--- config.mk ---
export PLATFORM = sky130hd
export DESIGN_NAME = in_place_random_permutation_flat
export DESIGN_NICKNAME = d
export VERILOG_FILES = /design/src/design/irp_pkg.sv /design/src/design/irp_if.sv /design/src/design/in_place_random_permutation.sv /design/src/design/irp_rem_unit.sv /design/src/design/irp_deck_mem.sv /design/src/flat_wrapper.sv
export SDC_FILE = /design/constraint.sdc
export NUM_CORES = 1
export LEC_CHECK = 0
export BUFFER_PORTS_ARGS = -buffer_cell sky130_fd_sc_hd__clkbuf_2
export CAP_MARGIN = 10
export CELL_PAD_IN_SITES_DETAIL_PLACEMENT = 0
export CELL_PAD_IN_SITES_GLOBAL_PLACEMENT = 2
export CORE_MARGIN = 2
export CORE_UTILIZATION = 43
export CTS_CLUSTER_SIZE = 20
export DETAILED_ROUTE_END_ITERATION = 12
export HOLD_SLACK_MARGIN = 0.15
export PLACE_DENSITY_LB_ADDON = 0.1
export SYNTH_ARGS = -nofsm -noshare
export SYNTH_HDL_FRONTEND = slang
export SYNTH_SLANG_ARGS = --single-unit
export TNS_END_PERCENT = 30
--- constraint.sdc ---
create_clock -name i_clk -period 4.1 [get_ports i_clk]
set_input_delay 0.82 -clock i_clk [delete_from_list [all_inputs] [get_ports i_clk]]
set_output_delay 0.82 -clock i_clk [all_outputs]
set_load 0.01 [all_outputs]
--- src/design/irp_pkg.sv ---
// Shared types, constants and helpers for the in-place random permutation block.
// No dependencies; every other file takes names from here by scope.
package irp_pkg;

    localparam int MAX_CARDS = 64;
    localparam int CARD_W    = $clog2(MAX_CARDS);
    localparam int CFG_W     = 7;
    localparam int WORD_W    = 32;
    localparam int DVS_W     = CARD_W + 1;
    localparam int CNT_W     = $clog2(WORD_W);

    localparam logic [CFG_W-1:0] RESET_DECK_SIZE = CFG_W'(52);

    typedef enum logic [2:0] {
        S_IDLE,
        S_DIV,
        S_READ,
        S_SWAP_I,
        S_SWAP_J,
        S_EMIT,
        S_EMIT_LAST
    } t_state;

    // Write side of the deck store
    typedef struct packed {
        logic              clear;
        logic              we;
        logic [CARD_W-1:0] waddr;
        logic [CARD_W-1:0] wdata;
    } t_mem_wr;

    // Highest position of a shuffle: deck size saturated to [2, MAX_CARDS], minus one
    function automatic logic [CARD_W-1:0] top_of(input logic [CFG_W-1:0] size);
        logic [CFG_W-1:0] n;
        n = size;
        if (size < CFG_W'(2)) begin
            n = CFG_W'(2);
        end
        if (size > CFG_W'(MAX_CARDS)) begin
            n = CFG_W'(MAX_CARDS);
        end
        return CARD_W'(n - CFG_W'(1));
    endfunction

endpackage

--- src/design/irp_if.sv ---
// Valid/ready channel interfaces of the permutation block.
// Depends on irp_pkg for payload widths.
interface irp_word_if;
    logic                         valid;
    logic                         ready;
    logic [irp_pkg::WORD_W-1:0]   random_word;

    modport source (output valid, output random_word, input ready);
    modport sink   (input valid, input random_word, output ready);
endinterface

interface irp_card_if;
    logic                         valid;
    logic                         ready;
    logic [irp_pkg::CARD_W-1:0]   card_value;
    logic [irp_pkg::CARD_W-1:0]   position;
    logic                         last;

    modport source (output valid, output card_value, output position, output last,
                    input ready);
    modport sink   (input valid, input card_value, input position, input last,
                    output ready);
endinterface

interface irp_cfg_if;
    logic                         valid;
    logic                         ready;
    logic [irp_pkg::CFG_W-1:0]    deck_size;

    modport source (output valid, output deck_size, input ready);
    modport sink   (input valid, input deck_size, output ready);
endinterface

--- src/design/in_place_random_permutation.sv ---
// Top level of the in-place random permutation (shuffle) block: sequencer,
// output register, remainder unit and deck store. Depends on irp_pkg, irp_if.sv,
// irp_rem_unit and irp_deck_mem.
//
//   channel   dir  payload                          transaction
//   i_word    in   random_word[31:0]                one swap step
//   o_card    out  card_value[5:0] position[5:0] last   one settled entry
//   i_cfg     in   deck_size[6:0]                   restart with new size
//
// With a free output, each word passes from acceptance to acceptance through
// the accepting idle state, irp_rem_unit (one step per dividend bit, then done),
// a read, two single-port writes and the hand-over to the output register.
// The step at position 1 writes nothing and hands over two results.
// Reset (synchronous, active low) sets deck size 52 and the identity deck.
// A stalled output holds the sequencer only when the output register is full.
module in_place_random_permutation (
    input  logic             i_clk,
    input  logic             i_rst_n,
    irp_word_if.sink         i_word,
    irp_card_if.source       o_card,
    irp_cfg_if.sink          i_cfg
);

    irp_pkg::t_state               r_state;
    irp_pkg::t_state               n_state;
    logic [irp_pkg::CFG_W-1:0]     r_deck_size;
    logic [irp_pkg::CARD_W-1:0]    r_top;
    logic [irp_pkg::CARD_W-1:0]    r_j;
    logic [irp_pkg::CARD_W-1:0]    r_val_a;
    logic [irp_pkg::CARD_W-1:0]    r_val_b;
    logic                          r_out_valid;
    logic [irp_pkg::CARD_W-1:0]    r_out_card;
    logic [irp_pkg::CARD_W-1:0]    r_out_pos;
    logic                          r_out_last;

    logic                          word_ready;
    logic                          cfg_ready;
    logic                          word_acc;
    logic                          cfg_acc;
    logic                          slot_free;
    logic                          is_one;
    logic                          div_start;
    logic                          rem_done;
    logic [irp_pkg::CARD_W-1:0]    rem;
    irp_pkg::t_mem_wr              mem_wr;
    logic [irp_pkg::CARD_W-1:0]    raddr_a;
    logic [irp_pkg::CARD_W-1:0]    raddr_b;
    logic [irp_pkg::CARD_W-1:0]    rdata_a;
    logic [irp_pkg::CARD_W-1:0]    rdata_b;
    logic                          out_load;
    logic [irp_pkg::CARD_W-1:0]    out_card;
    logic [irp_pkg::CARD_W-1:0]    out_pos;
    logic                          out_last;

    assign word_acc  = i_word.valid && word_ready;
    assign cfg_acc   = i_cfg.valid && cfg_ready;
    assign slot_free = !r_out_valid || o_card.ready;
    assign is_one    = (r_top == irp_pkg::CARD_W'(1));

    // The final step swaps entries 0 and 1 only: read both, write neither
    assign raddr_a = is_one ? '0 : r_top;
    assign raddr_b = is_one ? irp_pkg::CARD_W'(1) : r_j;

    irp_rem_unit u_rem (
        .i_clk      (i_clk),
        .i_rst_n    (i_rst_n),
        .i_start    (div_start),
        .i_dividend (i_word.random_word),
        .i_divisor  ({1'b0, r_top} + irp_pkg::DVS_W'(1)),
        .o_done     (rem_done),
        .o_rem      (rem)
    );

    irp_deck_mem u_deck (
        .i_clk     (i_clk),
        .i_rst_n   (i_rst_n),
        .i_wr      (mem_wr),
        .i_raddr_a (raddr_a),
        .i_raddr_b (raddr_b),
        .o_rdata_a (rdata_a),
        .o_rdata_b (rdata_b)
    );

    // Next state
    always_comb begin
        n_state = r_state;
        case (r_state)
            irp_pkg::S_IDLE: begin
                if (word_acc) begin
                    n_state = irp_pkg::S_DIV;
                end
            end
            irp_pkg::S_DIV: begin
                if (rem_done) begin
                    n_state = irp_pkg::S_READ;
                end
            end
            irp_pkg::S_READ: begin
                n_state = irp_pkg::S_SWAP_I;
            end
            irp_pkg::S_SWAP_I: begin
                n_state = is_one ? irp_pkg::S_EMIT : irp_pkg::S_SWAP_J;
            end
            irp_pkg::S_SWAP_J: begin
                n_state = irp_pkg::S_EMIT;
            end
            irp_pkg::S_EMIT: begin
                if (slot_free) begin
                    n_state = is_one ? irp_pkg::S_EMIT_LAST : irp_pkg::S_IDLE;
                end
            end
            irp_pkg::S_EMIT_LAST: begin
                if (slot_free) begin
                    n_state = irp_pkg::S_IDLE;
                end
            end
            default: begin
                n_state = irp_pkg::S_IDLE;
            end
        endcase
    end

    // State outputs
    always_comb begin
        word_ready   = 1'b0;
        cfg_ready    = 1'b0;
        div_start    = 1'b0;
        mem_wr.clear = 1'b0;
        mem_wr.we    = 1'b0;
        mem_wr.waddr = r_top;
        mem_wr.wdata = rdata_b;
        out_load     = 1'b0;
        out_card     = r_val_b;
        out_pos      = r_top;
        out_last     = 1'b0;
        case (r_state)
            irp_pkg::S_IDLE: begin
                cfg_ready    = 1'b1;
                word_ready   = !i_cfg.valid;
                div_start    = i_word.valid && !i_cfg.valid;
                mem_wr.clear = i_cfg.valid;
            end
            irp_pkg::S_SWAP_I: begin
                mem_wr.we = !is_one;
            end
            irp_pkg::S_SWAP_J: begin
                mem_wr.we    = 1'b1;
                mem_wr.waddr = r_j;
                mem_wr.wdata = r_val_a;
            end
            irp_pkg::S_EMIT: begin
                out_load = slot_free;
                if (is_one && !r_j[0]) begin
                    out_card = r_val_a;
                end
            end
            irp_pkg::S_EMIT_LAST: begin
                out_load     = slot_free;
                out_card     = r_j[0] ? r_val_a : r_val_b;
                out_pos      = '0;
                out_last     = 1'b1;
                mem_wr.clear = slot_free;
            end
            default: begin
            end
        endcase
    end

    // Control registers
    always_ff @(posedge i_clk) begin
        if (!i_rst_n) begin
            r_state     <= irp_pkg::S_IDLE;
            r_deck_size <= irp_pkg::RESET_DECK_SIZE;
            r_top       <= irp_pkg::top_of(irp_pkg::RESET_DECK_SIZE);
            r_out_valid <= 1'b0;
        end else begin
            r_state <= n_state;
            if (cfg_acc) begin
                r_deck_size <= i_cfg.deck_size;
                r_top       <= irp_pkg::top_of(i_cfg.deck_size);
            end else if (r_state == irp_pkg::S_EMIT && slot_free && !is_one) begin
                r_top <= r_top - irp_pkg::CARD_W'(1);
            end else if (r_state == irp_pkg::S_EMIT_LAST && slot_free) begin
                r_top <= irp_pkg::top_of(r_deck_size);
            end
            if (out_load) begin
                r_out_valid <= 1'b1;
            end else if (o_card.ready) begin
                r_out_valid <= 1'b0;
            end
        end
    end

    // Payload registers: swap index, read values, result
    always_ff @(posedge i_clk) begin
        if (r_state == irp_pkg::S_DIV && rem_done) begin
            r_j <= rem;
        end
        if (r_state == irp_pkg::S_SWAP_I) begin
            r_val_a <= rdata_a;
            r_val_b <= rdata_b;
        end
        if (out_load) begin
            r_out_card <= out_card;
            r_out_pos  <= out_pos;
            r_out_last <= out_last;
        end
    end

    assign i_word.ready      = word_ready;
    assign i_cfg.ready       = cfg_ready;
    assign o_card.valid      = r_out_valid;
    assign o_card.card_value = r_out_card;
    assign o_card.position   = r_out_pos;
    assign o_card.last       = r_out_last;

    // The top position stays inside the deck and never reaches zero
    a_top_range: assert property (@(posedge i_clk) disable iff (!i_rst_n)
        r_top != '0 && r_top <= irp_pkg::top_of(r_deck_size))
        else $error("top position out of range");

    // The swap index is below the divisor
    a_j_range: assert property (@(posedge i_clk) disable iff (!i_rst_n)
        r_state == irp_pkg::S_READ |-> r_j <= r_top)
        else $error("swap index beyond top position");

    // A closing transaction always carries position zero
    a_last_pos: assert property (@(posedge i_clk) disable iff (!i_rst_n)
        r_out_valid && r_out_last |-> r_out_pos == '0)
        else $error("last result not at position zero");

    // The remainder unit finishes only while the sequencer waits on it
    a_done_state: assert property (@(posedge i_clk) disable iff (!i_rst_n)
        rem_done |-> r_state == irp_pkg::S_DIV)
        else $error("remainder finished outside divide state");

endmodule

--- src/design/irp_rem_unit.sv ---
// Restoring remainder unit: one dividend bit per cycle.
// Depends on irp_pkg for widths.
module irp_rem_unit (
    input  logic                         i_clk,
    input  logic                         i_rst_n,
    input  logic                         i_start,
    input  logic [irp_pkg::WORD_W-1:0]   i_dividend,
    input  logic [irp_pkg::DVS_W-1:0]    i_divisor,
    output logic                         o_done,
    output logic [irp_pkg::CARD_W-1:0]   o_rem
);

    logic                         r_busy;
    logic                         r_done;
    logic [irp_pkg::CNT_W-1:0]    r_cnt;
    logic [irp_pkg::WORD_W-1:0]   r_dvd;
    logic [irp_pkg::DVS_W-1:0]    r_dvs;
    logic [irp_pkg::CARD_W-1:0]   r_rem;
    logic [irp_pkg::DVS_W-1:0]    trial;
    logic [irp_pkg::CARD_W-1:0]   n_rem;

    // Shift in the next dividend bit, subtract the divisor when it fits
    always_comb begin
        trial = {r_rem, r_dvd[irp_pkg::WORD_W-1]};
        if (trial >= r_dvs) begin
            n_rem = irp_pkg::CARD_W'(trial - r_dvs);
        end else begin
            n_rem = trial[irp_pkg::CARD_W-1:0];
        end
    end

    // Sequence control
    always_ff @(posedge i_clk) begin
        if (!i_rst_n) begin
            r_busy <= 1'b0;
            r_done <= 1'b0;
            r_cnt  <= '0;
        end else begin
            r_done <= 1'b0;
            if (i_start) begin
                r_busy <= 1'b1;
                r_cnt  <= irp_pkg::CNT_W'(irp_pkg::WORD_W - 1);
            end else if (r_busy) begin
                r_cnt <= r_cnt - irp_pkg::CNT_W'(1);
                if (r_cnt == '0) begin
                    r_busy <= 1'b0;
                    r_done <= 1'b1;
                end
            end
        end
    end

    // Datapath
    always_ff @(posedge i_clk) begin
        if (i_start) begin
            r_dvd <= i_dividend;
            r_dvs <= i_divisor;
            r_rem <= '0;
        end else if (r_busy) begin
            r_dvd <= {r_dvd[irp_pkg::WORD_W-2:0], 1'b0};
            r_rem <= n_rem;
        end
    end

    assign o_done = r_done;
    assign o_rem  = r_rem;

endmodule

--- src/design/irp_deck_mem.sv ---
// Deck store: one write port, two registered read ports, per-entry valid bits.
// An entry not written since the last clear reads as its own index. Depends on irp_pkg.
module irp_deck_mem (
    input  logic                         i_clk,
    input  logic                         i_rst_n,
    input  irp_pkg::t_mem_wr             i_wr,
    input  logic [irp_pkg::CARD_W-1:0]   i_raddr_a,
    input  logic [irp_pkg::CARD_W-1:0]   i_raddr_b,
    output logic [irp_pkg::CARD_W-1:0]   o_rdata_a,
    output logic [irp_pkg::CARD_W-1:0]   o_rdata_b
);

    logic [irp_pkg::CARD_W-1:0]     mem [irp_pkg::MAX_CARDS];
    logic [irp_pkg::MAX_CARDS-1:0]  r_vld;
    logic [irp_pkg::CARD_W-1:0]     r_mem_a;
    logic [irp_pkg::CARD_W-1:0]     r_mem_b;
    logic [irp_pkg::CARD_W-1:0]     r_addr_a;
    logic [irp_pkg::CARD_W-1:0]     r_addr_b;
    logic                           r_vld_a;
    logic                           r_vld_b;

    // Valid bits: drop all on clear, mark on write
    always_ff @(posedge i_clk) begin
        if (!i_rst_n) begin
            r_vld <= '0;
        end else if (i_wr.clear) begin
            r_vld <= '0;
        end else if (i_wr.we) begin
            r_vld[i_wr.waddr] <= 1'b1;
        end
    end

    // Storage write
    always_ff @(posedge i_clk) begin
        if (i_wr.we) begin
            mem[i_wr.waddr] <= i_wr.wdata;
        end
    end

    // Registered reads
    always_ff @(posedge i_clk) begin
        r_mem_a  <= mem[i_raddr_a];
        r_mem_b  <= mem[i_raddr_b];
        r_addr_a <= i_raddr_a;
        r_addr_b <= i_raddr_b;
        r_vld_a  <= r_vld[i_raddr_a];
        r_vld_b  <= r_vld[i_raddr_b];
    end

    assign o_rdata_a = r_vld_a ? r_mem_a : r_addr_a;
    assign o_rdata_b = r_vld_b ? r_mem_b : r_addr_b;

endmodule
--- src/flat_wrapper.sv ---
// flat-port wrapper written by rule: the top's interface ports become plain ports
module in_place_random_permutation_flat 
  (i_clk, i_rst_n, i_word_valid, i_word_random_word, i_word_ready, o_card_valid, o_card_card_value, o_card_position, o_card_last, o_card_ready, i_cfg_valid, i_cfg_deck_size, i_cfg_ready);
  irp_word_if i_word_i ();
  irp_card_if o_card_i ();
  irp_cfg_if i_cfg_i ();
  input  logic i_clk;
  input  logic i_rst_n;
  input wire logic [$bits(i_word_i.valid)-1:0] i_word_valid;
  input wire logic [$bits(i_word_i.random_word)-1:0] i_word_random_word;
  output wire logic [$bits(i_word_i.ready)-1:0] i_word_ready;
  output wire logic [$bits(o_card_i.valid)-1:0] o_card_valid;
  output wire logic [$bits(o_card_i.card_value)-1:0] o_card_card_value;
  output wire logic [$bits(o_card_i.position)-1:0] o_card_position;
  output wire logic [$bits(o_card_i.last)-1:0] o_card_last;
  input wire logic [$bits(o_card_i.ready)-1:0] o_card_ready;
  input wire logic [$bits(i_cfg_i.valid)-1:0] i_cfg_valid;
  input wire logic [$bits(i_cfg_i.deck_size)-1:0] i_cfg_deck_size;
  output wire logic [$bits(i_cfg_i.ready)-1:0] i_cfg_ready;
  assign i_word_i.valid = i_word_valid;
  assign i_word_i.random_word = i_word_random_word;
  assign i_word_ready = i_word_i.ready;
  assign o_card_valid = o_card_i.valid;
  assign o_card_card_value = o_card_i.card_value;
  assign o_card_position = o_card_i.position;
  assign o_card_last = o_card_i.last;
  assign o_card_i.ready = o_card_ready;
  assign i_cfg_i.valid = i_cfg_valid;
  assign i_cfg_i.deck_size = i_cfg_deck_size;
  assign i_cfg_ready = i_cfg_i.ready;
  in_place_random_permutation u_core (.i_clk(i_clk), .i_rst_n(i_rst_n), .i_word(i_word_i), .o_card(o_card_i), .i_cfg(i_cfg_i));
endmodule
Word-level counts from Yosys, hierarchy flattened. Memories as Yosys holds them, arrays and structs flattened. A register that Yosys moved wholly into a read port is not among the register bits. Index checks and enable logic that the tools add are counted.

$add $sub $neg: 6. Magnitude comparators: 9. Eq/ne operators: 11. Muxes and demuxes: 54. Bitwise operators: 3. Reduce and logical (&&, ||, !) cells: 23.

Operators with widths (count): $mux W6 (20); $mux W32 (2); $or A64 B64 Y64 (1); $lt A6 B7 Y1 const B (3); $pmux W3 S7 (1); $sub A6 B1 Y6 const B (3); $mux W1 (17); $mux W3 (5); $gt A7 B7 Y1 const B (2); $lt A7 B2 Y1 const B (2); $bmux W1 S6 (2); $mux W12 (1); $pmux W6 S2 (1); $mux W5 (2); $eq A3 B3 Y1 const B (3); $logic_and A1 B1 Y1 (9); $add A6 B1 Y7 const B (1); $ge A7 B7 Y1 (1); $demux W1 S6 (1); $eq A3 B2 Y1 const B (2); $eq A6 B1 Y1 const B (1); $ge A6 B1 Y1 const B (1); $ne A2 B1 Y1 const B (3); $sub A6 B6 Y6 (1); 14 further kinds (21).

Flip-flop bits (word level): 178. Memory bits (writable): 384. Bits of input ports: 44. Memories: 1.

Memory list: u_core.u_deck.mem (depth 64, bits a word 6, read ports 2, clocked after Yosys merged registers in 2, write ports 1, line irp_deck_mem.sv:13) `logic [irp_pkg::CARD_W-1:0] mem [irp_pkg::MAX_CARDS];`.

Longest topological paths before layout. Gate-level depths: netlist (run 1).

Depth after elaboration: 11. Mapped depth: 15.

Cells and area by module. Synthesis (run 1) repeated with hierarchy kept, for this count alone.

Cell total of the unflattened synthesis: 1679. Area total of the unflattened synthesis: 26875.8 um^2.

Modules (own cells, without submodules): irp_deck_mem (times used 1, cells each 1240, area each 21792.2 um^2); in_place_random_permutation (times used 1, cells each 256, area each 2638.8 um^2); irp_rem_unit (times used 1, cells each 183, area each 2444.8 um^2).

Worst setup path before layout (run 1). Ideal clock, no wire load.

Path type: flip-flop to flip-flop. From: register u_core.r_state[2]. To: memory u_core.u_deck.mem[0][1] (netlist name), data pin. Arrival time: 2.640 ns. Slack: 0.961 ns. Cell stages (with the launch flop): 5. Period minus slack after synthesis: 3.139 ns. Cells stage by stage: dfxtp_1 nor3b_2 clkbuf_1 nor2_1 nor2_1.

RTL lines: start, declared (line in_place_random_permutation.sv:24) `irp_pkg::t_state r_state;`; start signal, assigned (line in_place_random_permutation.sv:172) `r_state <= irp_pkg::S_IDLE;`; start signal, assigned (line in_place_random_permutation.sv:177) `r_state <= n_state;`; end, declared (line irp_deck_mem.sv:13).

Final worst setup path (run 1).
From: register u_core.r_top[1] (netlist name). To: register u_core.u_deck.r_mem_a[2] (netlist name) (read register of u_core.u_deck.mem).

Cells in the longest elaborated chain, start to end: 2.

RTL lines: start, declared (line in_place_random_permutation.sv:27) `logic [irp_pkg::CARD_W-1:0] r_top;`; start signal, assigned (line in_place_random_permutation.sv:174) `r_top <= irp_pkg::top_of(irp_pkg::RESET_DECK_SIZE);`; start signal, assigned (line in_place_random_permutation.sv:180) `r_top <= irp_pkg::top_of(i_cfg.deck_size);`; start signal, assigned (line in_place_random_permutation.sv:182) `r_top <= r_top - irp_pkg::CARD_W'(1);`; $eq A6 B1 Y1 (line in_place_random_permutation.sv:58) `assign is_one = (r_top == irp_pkg::CARD_W'(1));`; $mux W6 (*) (line in_place_random_permutation.sv:61) `assign raddr_a = is_one ? '0 : r_top;`; end, declared (line irp_deck_mem.sv:15) `logic [irp_pkg::CARD_W-1:0] r_mem_a;`.

Mark *: on every way between the ends. The rest lies on a longest branch, timed or not. A chain may end at the register's enable or synchronous reset.

==> impl_metrics.ini, run 1 <==
[status]
status = finished, final reports clean

[detailed_routing]
vias = 21989
drcViolationCount = 0
wire_per_inst_um = 32.0
routed_wl_um = 110000
drt_iter0_drc = 2859
firstDrtPassIters = 6
ant_nets = 0
vias_per_cell = 6.39

[logic_synthesis]
yosysTopAreaCellShare_pct = 49.6
async_flop_share_pct = 0
ys.warnings.count = 0
synth_edf_count = 454
yosysSeqAreaShare_pct = 58.4
avgSynthCellArea_um2 = 11.2
synth_area_leader_cell = edfxtp_1
synth-seq-cells = 574
synth_flop_cell = edfxtp_1
ys_top_cells_by_area = edfxtp_1 50%, dfxtp_1 8.7%, mux2i_1 6.5%, nor2_1 4.4%, o21ai_0 3.2%
ys_types = 84
synth_cells = 2442
syn_area_um2 = 27500
syn-num-nets = 2501

[power]
vdd_ir_drop_max_v = 0.000345
p_leak_nw = 11.6
p_per_area_nw_per_um2 = 539
p_total_mw = 17.0

[clocking]
post_cts_resize_count = 0
clkSinkCount = 574
clk_latency_ps = 620
htreeDepth = 3
cts.clk_slew.worst_paths_ps = 60
cts_tree = done
cts_buffers = 67
clockBufferDepth = 3
cts_setup_buffers = 0
ctsHoldBuffers = 0
root_buffer = clkbuf_16

[setup_path]
cp_slowest_stage_delay_ps = 630
path_cells = clkinv_1, ha_1, or3b_1, o21ai_2, inv_2, buf_12, a21o_1, o32ai_1, mux2i_1, o32a_1, o21ai_1
cpMaxStageDelayCell = o32ai_1
critPathCaptureType = flip-flop
critical_path_class = reg2reg
crit_required_ps = 4640
critPathMaxFanout = 49
critPathArrivalTime_ps = 4320
startpoint_type = flip-flop

[layout]
area_delta_synth_final_pct = 14.9
fillCellCount = 5774
final_cells = 3442
nNetsFinal = 2601
layout-drive-gt1-share_pct = 16.6

[sta]
skew_ps = 25.3
rsz0062_at_grt = false
worstMarginPinSlew_ps = 1230
period_needed_ps = 3770
fmaxAchievable_ghz = 0.265
setup_viol_count_final = 0
drv_slew = 0
tns_ps = 0
maxSlewHeadroom_pct = 17.8
final_hold_viol_count = 0
fin_crit_sh_pct = 92.0

[placed_design]
place_congestion = 0.961
portBuffers = 59
dp_cells = 3319
place_hpwl_um = 75800

[global_route]
grt_max_degree = 65
overflow = 0
antenna_found_initial = 4
grt_pass1_vias = 21684
grt_use_total_pct = 33.1
grt_pass1_wl_um = 158000

[die]
die-area_um2 = 65900
rows = 92
io_pins = 60
start_util_pct = 43.5
die_x_um = 257
die_y_um = 257
core-area_um2 = 63100

[job]
max-cap-violations = 0

[hold_path]
hold_class = in2reg
## final timing paths
check / from / end / slack, ps / cells past startpoint
worst min-delay path: i_word_random_word[29] / u_core.u_rem.r_dvd[29]$_DFFE_PP_ / 480 / 3
worst max register to register: u_core.r_top[1]$_SDFFE_PN1P_ / u_core.u_deck.r_mem_a[2]$_DFF_P_ / 330 / 11
worst min register to register: u_core.u_rem.o_rem[5]$_SDFFE_PP0P_ / u_core.r_j[5]$_DFFE_PP_ / 490 / 0
worst max-delay path: u_core.r_top[1]$_SDFFE_PN1P_ / u_core.u_deck.r_mem_a[2]$_DFF_P_ / 330 / 11
## cell families (layout without fill, tap and decap cells)
kind of cell | count (synthesis) | after routing | synth area share, %
multiplexers | 244 | 244 | 9.53
flip-flops | 574 | 574 | 58.4
XOR/XNOR | 16 | 16 | 0.510
adder cells (fa/ha/maj) | 15 | 15 | 0.711
buffers and inverters | 219 | 372 | 3.52
AND/OR/NAND/NOR | 697 | 697 | 10.8
AO/OA/AOI/OAI | 677 | 677 | 16.5
other | 0 | 1 | 0
## cell usage after synthesis, drive strengths merged (7+ instances only)
cell and count:
nor3 29, mux4 8, xnor2 13, dfxtp 120, a2bb2oi 8, o211ai 27, mux2 59, a211oi 38
o221a 7, o22ai 37, nand3 41, o32ai 9, a221oi 17, o2111ai 10, clkbuf 100, o21ai 186
o221ai 68, inv 36, nand2 220, a21boi 13, nor2 321, nor2b 13, or3 11, nand4 11
a21oi 137, and3 10, edfxtp 454, a22oi 9, ha 14, o311ai 9, o21a 9, o311a 7
a31oi 26, nand2b 10, buf 80, o31ai 10, o21ba 9, mux2i 177
## sequential cells by signal, summed over array words and instances, names as in the netlist, 3 cells and up
register                  count
u_core.r_top                  6
u_core.u_rem.r_dvd           32
u_core.u_deck.r_mem_b         6
u_core.r_val_a                6
u_core.o_card.position        6
u_core.u_deck.r_addr_b        6
u_core.u_deck.r_mem_a         6
u_core.o_card.card_value      6
u_core.r_state                3
u_core.u_rem.o_rem            6
u_core.u_rem.r_cnt            5
u_core.r_j                    6
u_core.r_val_b                6
u_core.u_deck.r_vld          64
u_core.u_deck.r_addr_a        6
u_core.u_rem.r_dvs            7
u_core.r_deck_size            7
u_core.u_deck.mem           384
## cell usage in the layout, fill, tap and decap left out, types with 10 or more instances in the layout
| cell type | netlist | routed |
|---|---|---|
| nand2b_1 | 10 | 10 |
| mux2_2 | 59 | 59 |
| nor2b_1 | 13 | 13 |
| a221oi_1 | 17 | 17 |
| mux2i_1 | 177 | 177 |
| edfxtp_1 | 454 | 454 |
| o221ai_1 | 68 | 68 |
| o21ai_0 | 176 | 175 |
| clkbuf_2 | 0 | 59 |
| nor3_1 | 29 | 29 |
| dfxtp_1 | 120 | 116 |
| o22ai_1 | 36 | 36 |
| or3_1 | 11 | 11 |
| a21boi_0 | 12 | 12 |
| a31oi_1 | 26 | 26 |
| inv_1 | 33 | 33 |
| o31ai_1 | 10 | 10 |
| and3_1 | 10 | 10 |
| buf_4 | 9 | 144 |
| a21oi_1 | 136 | 135 |
| nor2_1 | 320 | 313 |
| clkbuf_1 | 100 | 16 |
| clkbuf_8 | 0 | 12 |
| a211oi_1 | 38 | 38 |
| ha_1 | 14 | 14 |
| clkbuf_16 | 0 | 73 |
| xnor2_1 | 13 | 13 |
| o211ai_1 | 27 | 27 |
| nand2_1 | 220 | 219 |
| nand4_1 | 11 | 11 |
| nand3_1 | 41 | 41 |
## worst max-delay path, delay by kind of cell (launching register included)
family	cells	cell delay [ps]
mux	1	210
flops	1	350
fa+ha+maj	1	150
buf+inv	3	460
simple gates	1	530
compound gates	5	1940
## power breakdown
part	leakage (nW)	total (mW)	internal, mW	switching, mW
registers	5.08	6.91	6.70	0.217
clock network	1.11	6.10	3.65	2.45
logic	5.37	3.99	1.24	2.75
total	11.6	17.0	11.6	5.42
## per-stage QoR
stage,cell area [um2],hold slack (ps),setup slack (ps),utilization (%)
final,31600,478,327,50.0
after global routing,31600,484,232,50.0
after CTS,31600,453,410,50.0
after detailed placement,29300,487,454,46.5
after global placement,29300,463,450,46.5
after floorplan,27500,429,961,-
## routing by layer
metal	routed length [um]	global-route usage [%]	part of all wire, %	vias up
met2	50400	52.4	46	1271
met3	10400	6.48	9.4	269
met5	37	0	0.034	-
met4	5590	16.4	5.1	6
li1	-	-	-	9454
met1	43600	43.5	40	10989
## layout make-up
class                   instances  area (um2)  area share (%)
flip-flops and latches        574       16000            50.8
multi-input cells            1649       10500            33.4
clock buffers                 101        2050            6.50
repair buffers                211        1540            4.87
well taps                     846        1060            3.35
clock inverters                21         189           0.599
inverters                      39         146           0.464
diodes                          1        2.50         0.00793
(Power assumes the default switching activity.)
==> inputs of run 2 (changes only) <==
CORE_ASPECT_RATIO = 1.2   (was not set)
==> impl_metrics.ini, run 2 (synthesized netlist as in run 1, its figures left out) <==
[clocking]
cts_buffers = 61
clkSinkCount = 574
root_buffer = clkbuf_16
clk_latency_ps = 650
htreeDepth = 2
cts.clk_slew.worst_paths_ps = 70
ctsHoldBuffers = 0
cts_tree = done
post_cts_resize_count = 0
cts_setup_buffers = 0
clockBufferDepth = 3

[setup_path]
critPathArrivalTime_ps = 4450
critPathCaptureType = flip-flop
critPathMaxFanout = 49
path_cells = clkinv_1, ha_1, or3b_1, buf_12, o21ai_4, buf_12, buf_4, nor2_1, a211oi_1, nor3_1, o32a_1, o21ai_1
path_delay_family = compound AO/OA/AOI/OAI gates
crit_path_frequent_cell = buf_12
critical_path_class = reg2reg
cpMaxStageDelayCell = a211oi_1
startpoint_type = flip-flop
path_buf_inv = 4
cp_slowest_stage_delay_ps = 560
crit_required_ps = 4690

[die]
die-area_um2 = 65900
die_x_um = 235
io_pins = 60
core-area_um2 = 63200
die_y_um = 281
start_util_pct = 43.5
rows = 101

[placed_design]
dp_cells = 3267
place_congestion = 0.962
portBuffers = 59
place_ws_ps = 281
postPlaceCellArea_um2 = 29100
place_hpwl_um = 71100

[detailed_routing]
wire_per_inst_um = 31.0
drt_iter0_drc = 2582
ant_nets = 0
firstDrtPassIters = 5
drcViolationCount = 0
vias_per_cell = 6.34
vias = 21460
routed_wl_um = 105000

[job]
max-cap-violations = 0

[sta]
maxSlewHeadroom_pct = 21.2
drv_slew = 0
tns_ps = 0
skew_ps = 21.1
worstMarginPinSlew_ps = 1180
final_hold_viol_count = 0
fin_ws_ps = 239
period_needed_ps = 3860
rsz0062_at_grt = false
fmaxAchievable_ghz = 0.259
fin_crit_sh_pct = 94.2
setup_viol_count_final = 0

[layout]
finalInstanceArea_um2 = 31300
fin_util_pct = 49.5
layout-drive-gt1-share_pct = 15.8
mostFrequentLayoutCells = 454 x edfxtp_1, 313 x nor2_1, 219 x nand2_1
antenna_cells = 0
largestRegisters = u_core.u_deck.mem x384, u_core.u_deck.r_vld x64, u_core.u_rem.r_dvd x32
largest_reg_flops = 384
area_delta_synth_final_pct = 14.0
final_common_cell = edfxtp_1
nNetsFinal = 2565
regMostFlops = u_core.u_deck.mem
final_cells = 3383

[global_route]
grt_use_total_pct = 31.4
grt_pass1_vias = 21464
overflow = 0
antenna_found_initial = 3
grt_max_degree = 72
grt_pass1_wl_um = 151000

[hold_path]
hold_class = in2reg

[power]
vdd_ir_drop_max_v = 0.000337
p_per_area_nw_per_um2 = 537
p_leak_nw = 11.4

[status]
status = finished, final reports clean
[run 2: per-layer routing]
layer	vias up	GRT usage [%]	routed length (um)
met3	291	5.55	8770
met1	10580	39.1	40200
met5	-	0	26
met4	4	17.3	6350
li1	9386	-	-
met2	1199	51.8	49700
[run 2: worst reg2reg max path, delay by kind of cell (launching register included)]
family | cells | cell delay, ps
simple gates | 3 | 590
buf+inv | 4 | 1020
compound gates | 4 | 1580
fa+ha+maj | 1 | 150
flops | 1 | 440
[run 2: worst paths after layout]
kind	start	endpoint	slack, ps	cells past startpoint
setup reg to reg	u_core.r_top[1]$_SDFFE_PN1P_	u_core.u_deck.r_mem_a[2]$_DFF_P_	240	12
hold reg to reg	u_core.r_top[3]$_SDFFE_PN0P_	u_core.u_deck.r_addr_a[3]$_DFF_P_	440	0
setup / recovery	u_core.r_top[1]$_SDFFE_PN1P_	u_core.u_deck.r_mem_a[2]$_DFF_P_	240	12
hold / removal	i_word_random_word[14]	u_core.u_rem.r_dvd[14]$_DFFE_PP_	430	3
[run 2: area by class of cell]
type                    instances  area [um2]
fillers                      5691       31900
flip-flops and latches        574       16000
multi-input cells            1649       10500
clock buffers                  74        1650
repair buffers                181        1340
well taps                     824        1030
clock inverters                42         554
inverters                      39         146
[run 2: through the flow]
stage               power (mW)  hold WS, ps
finish                    16.8          433
global route              17.4          414
CTS                       16.8          397
detailed placement        10.8          436
global placement          10.8          422
floorplan                 9.27          429
[run 2: power breakdown]
part,switching (mW),internal (mW)
Clock,2.46,3.63
Sequential,0.232,6.69
Combinational,2.57,1.21
Total,5.26,11.5
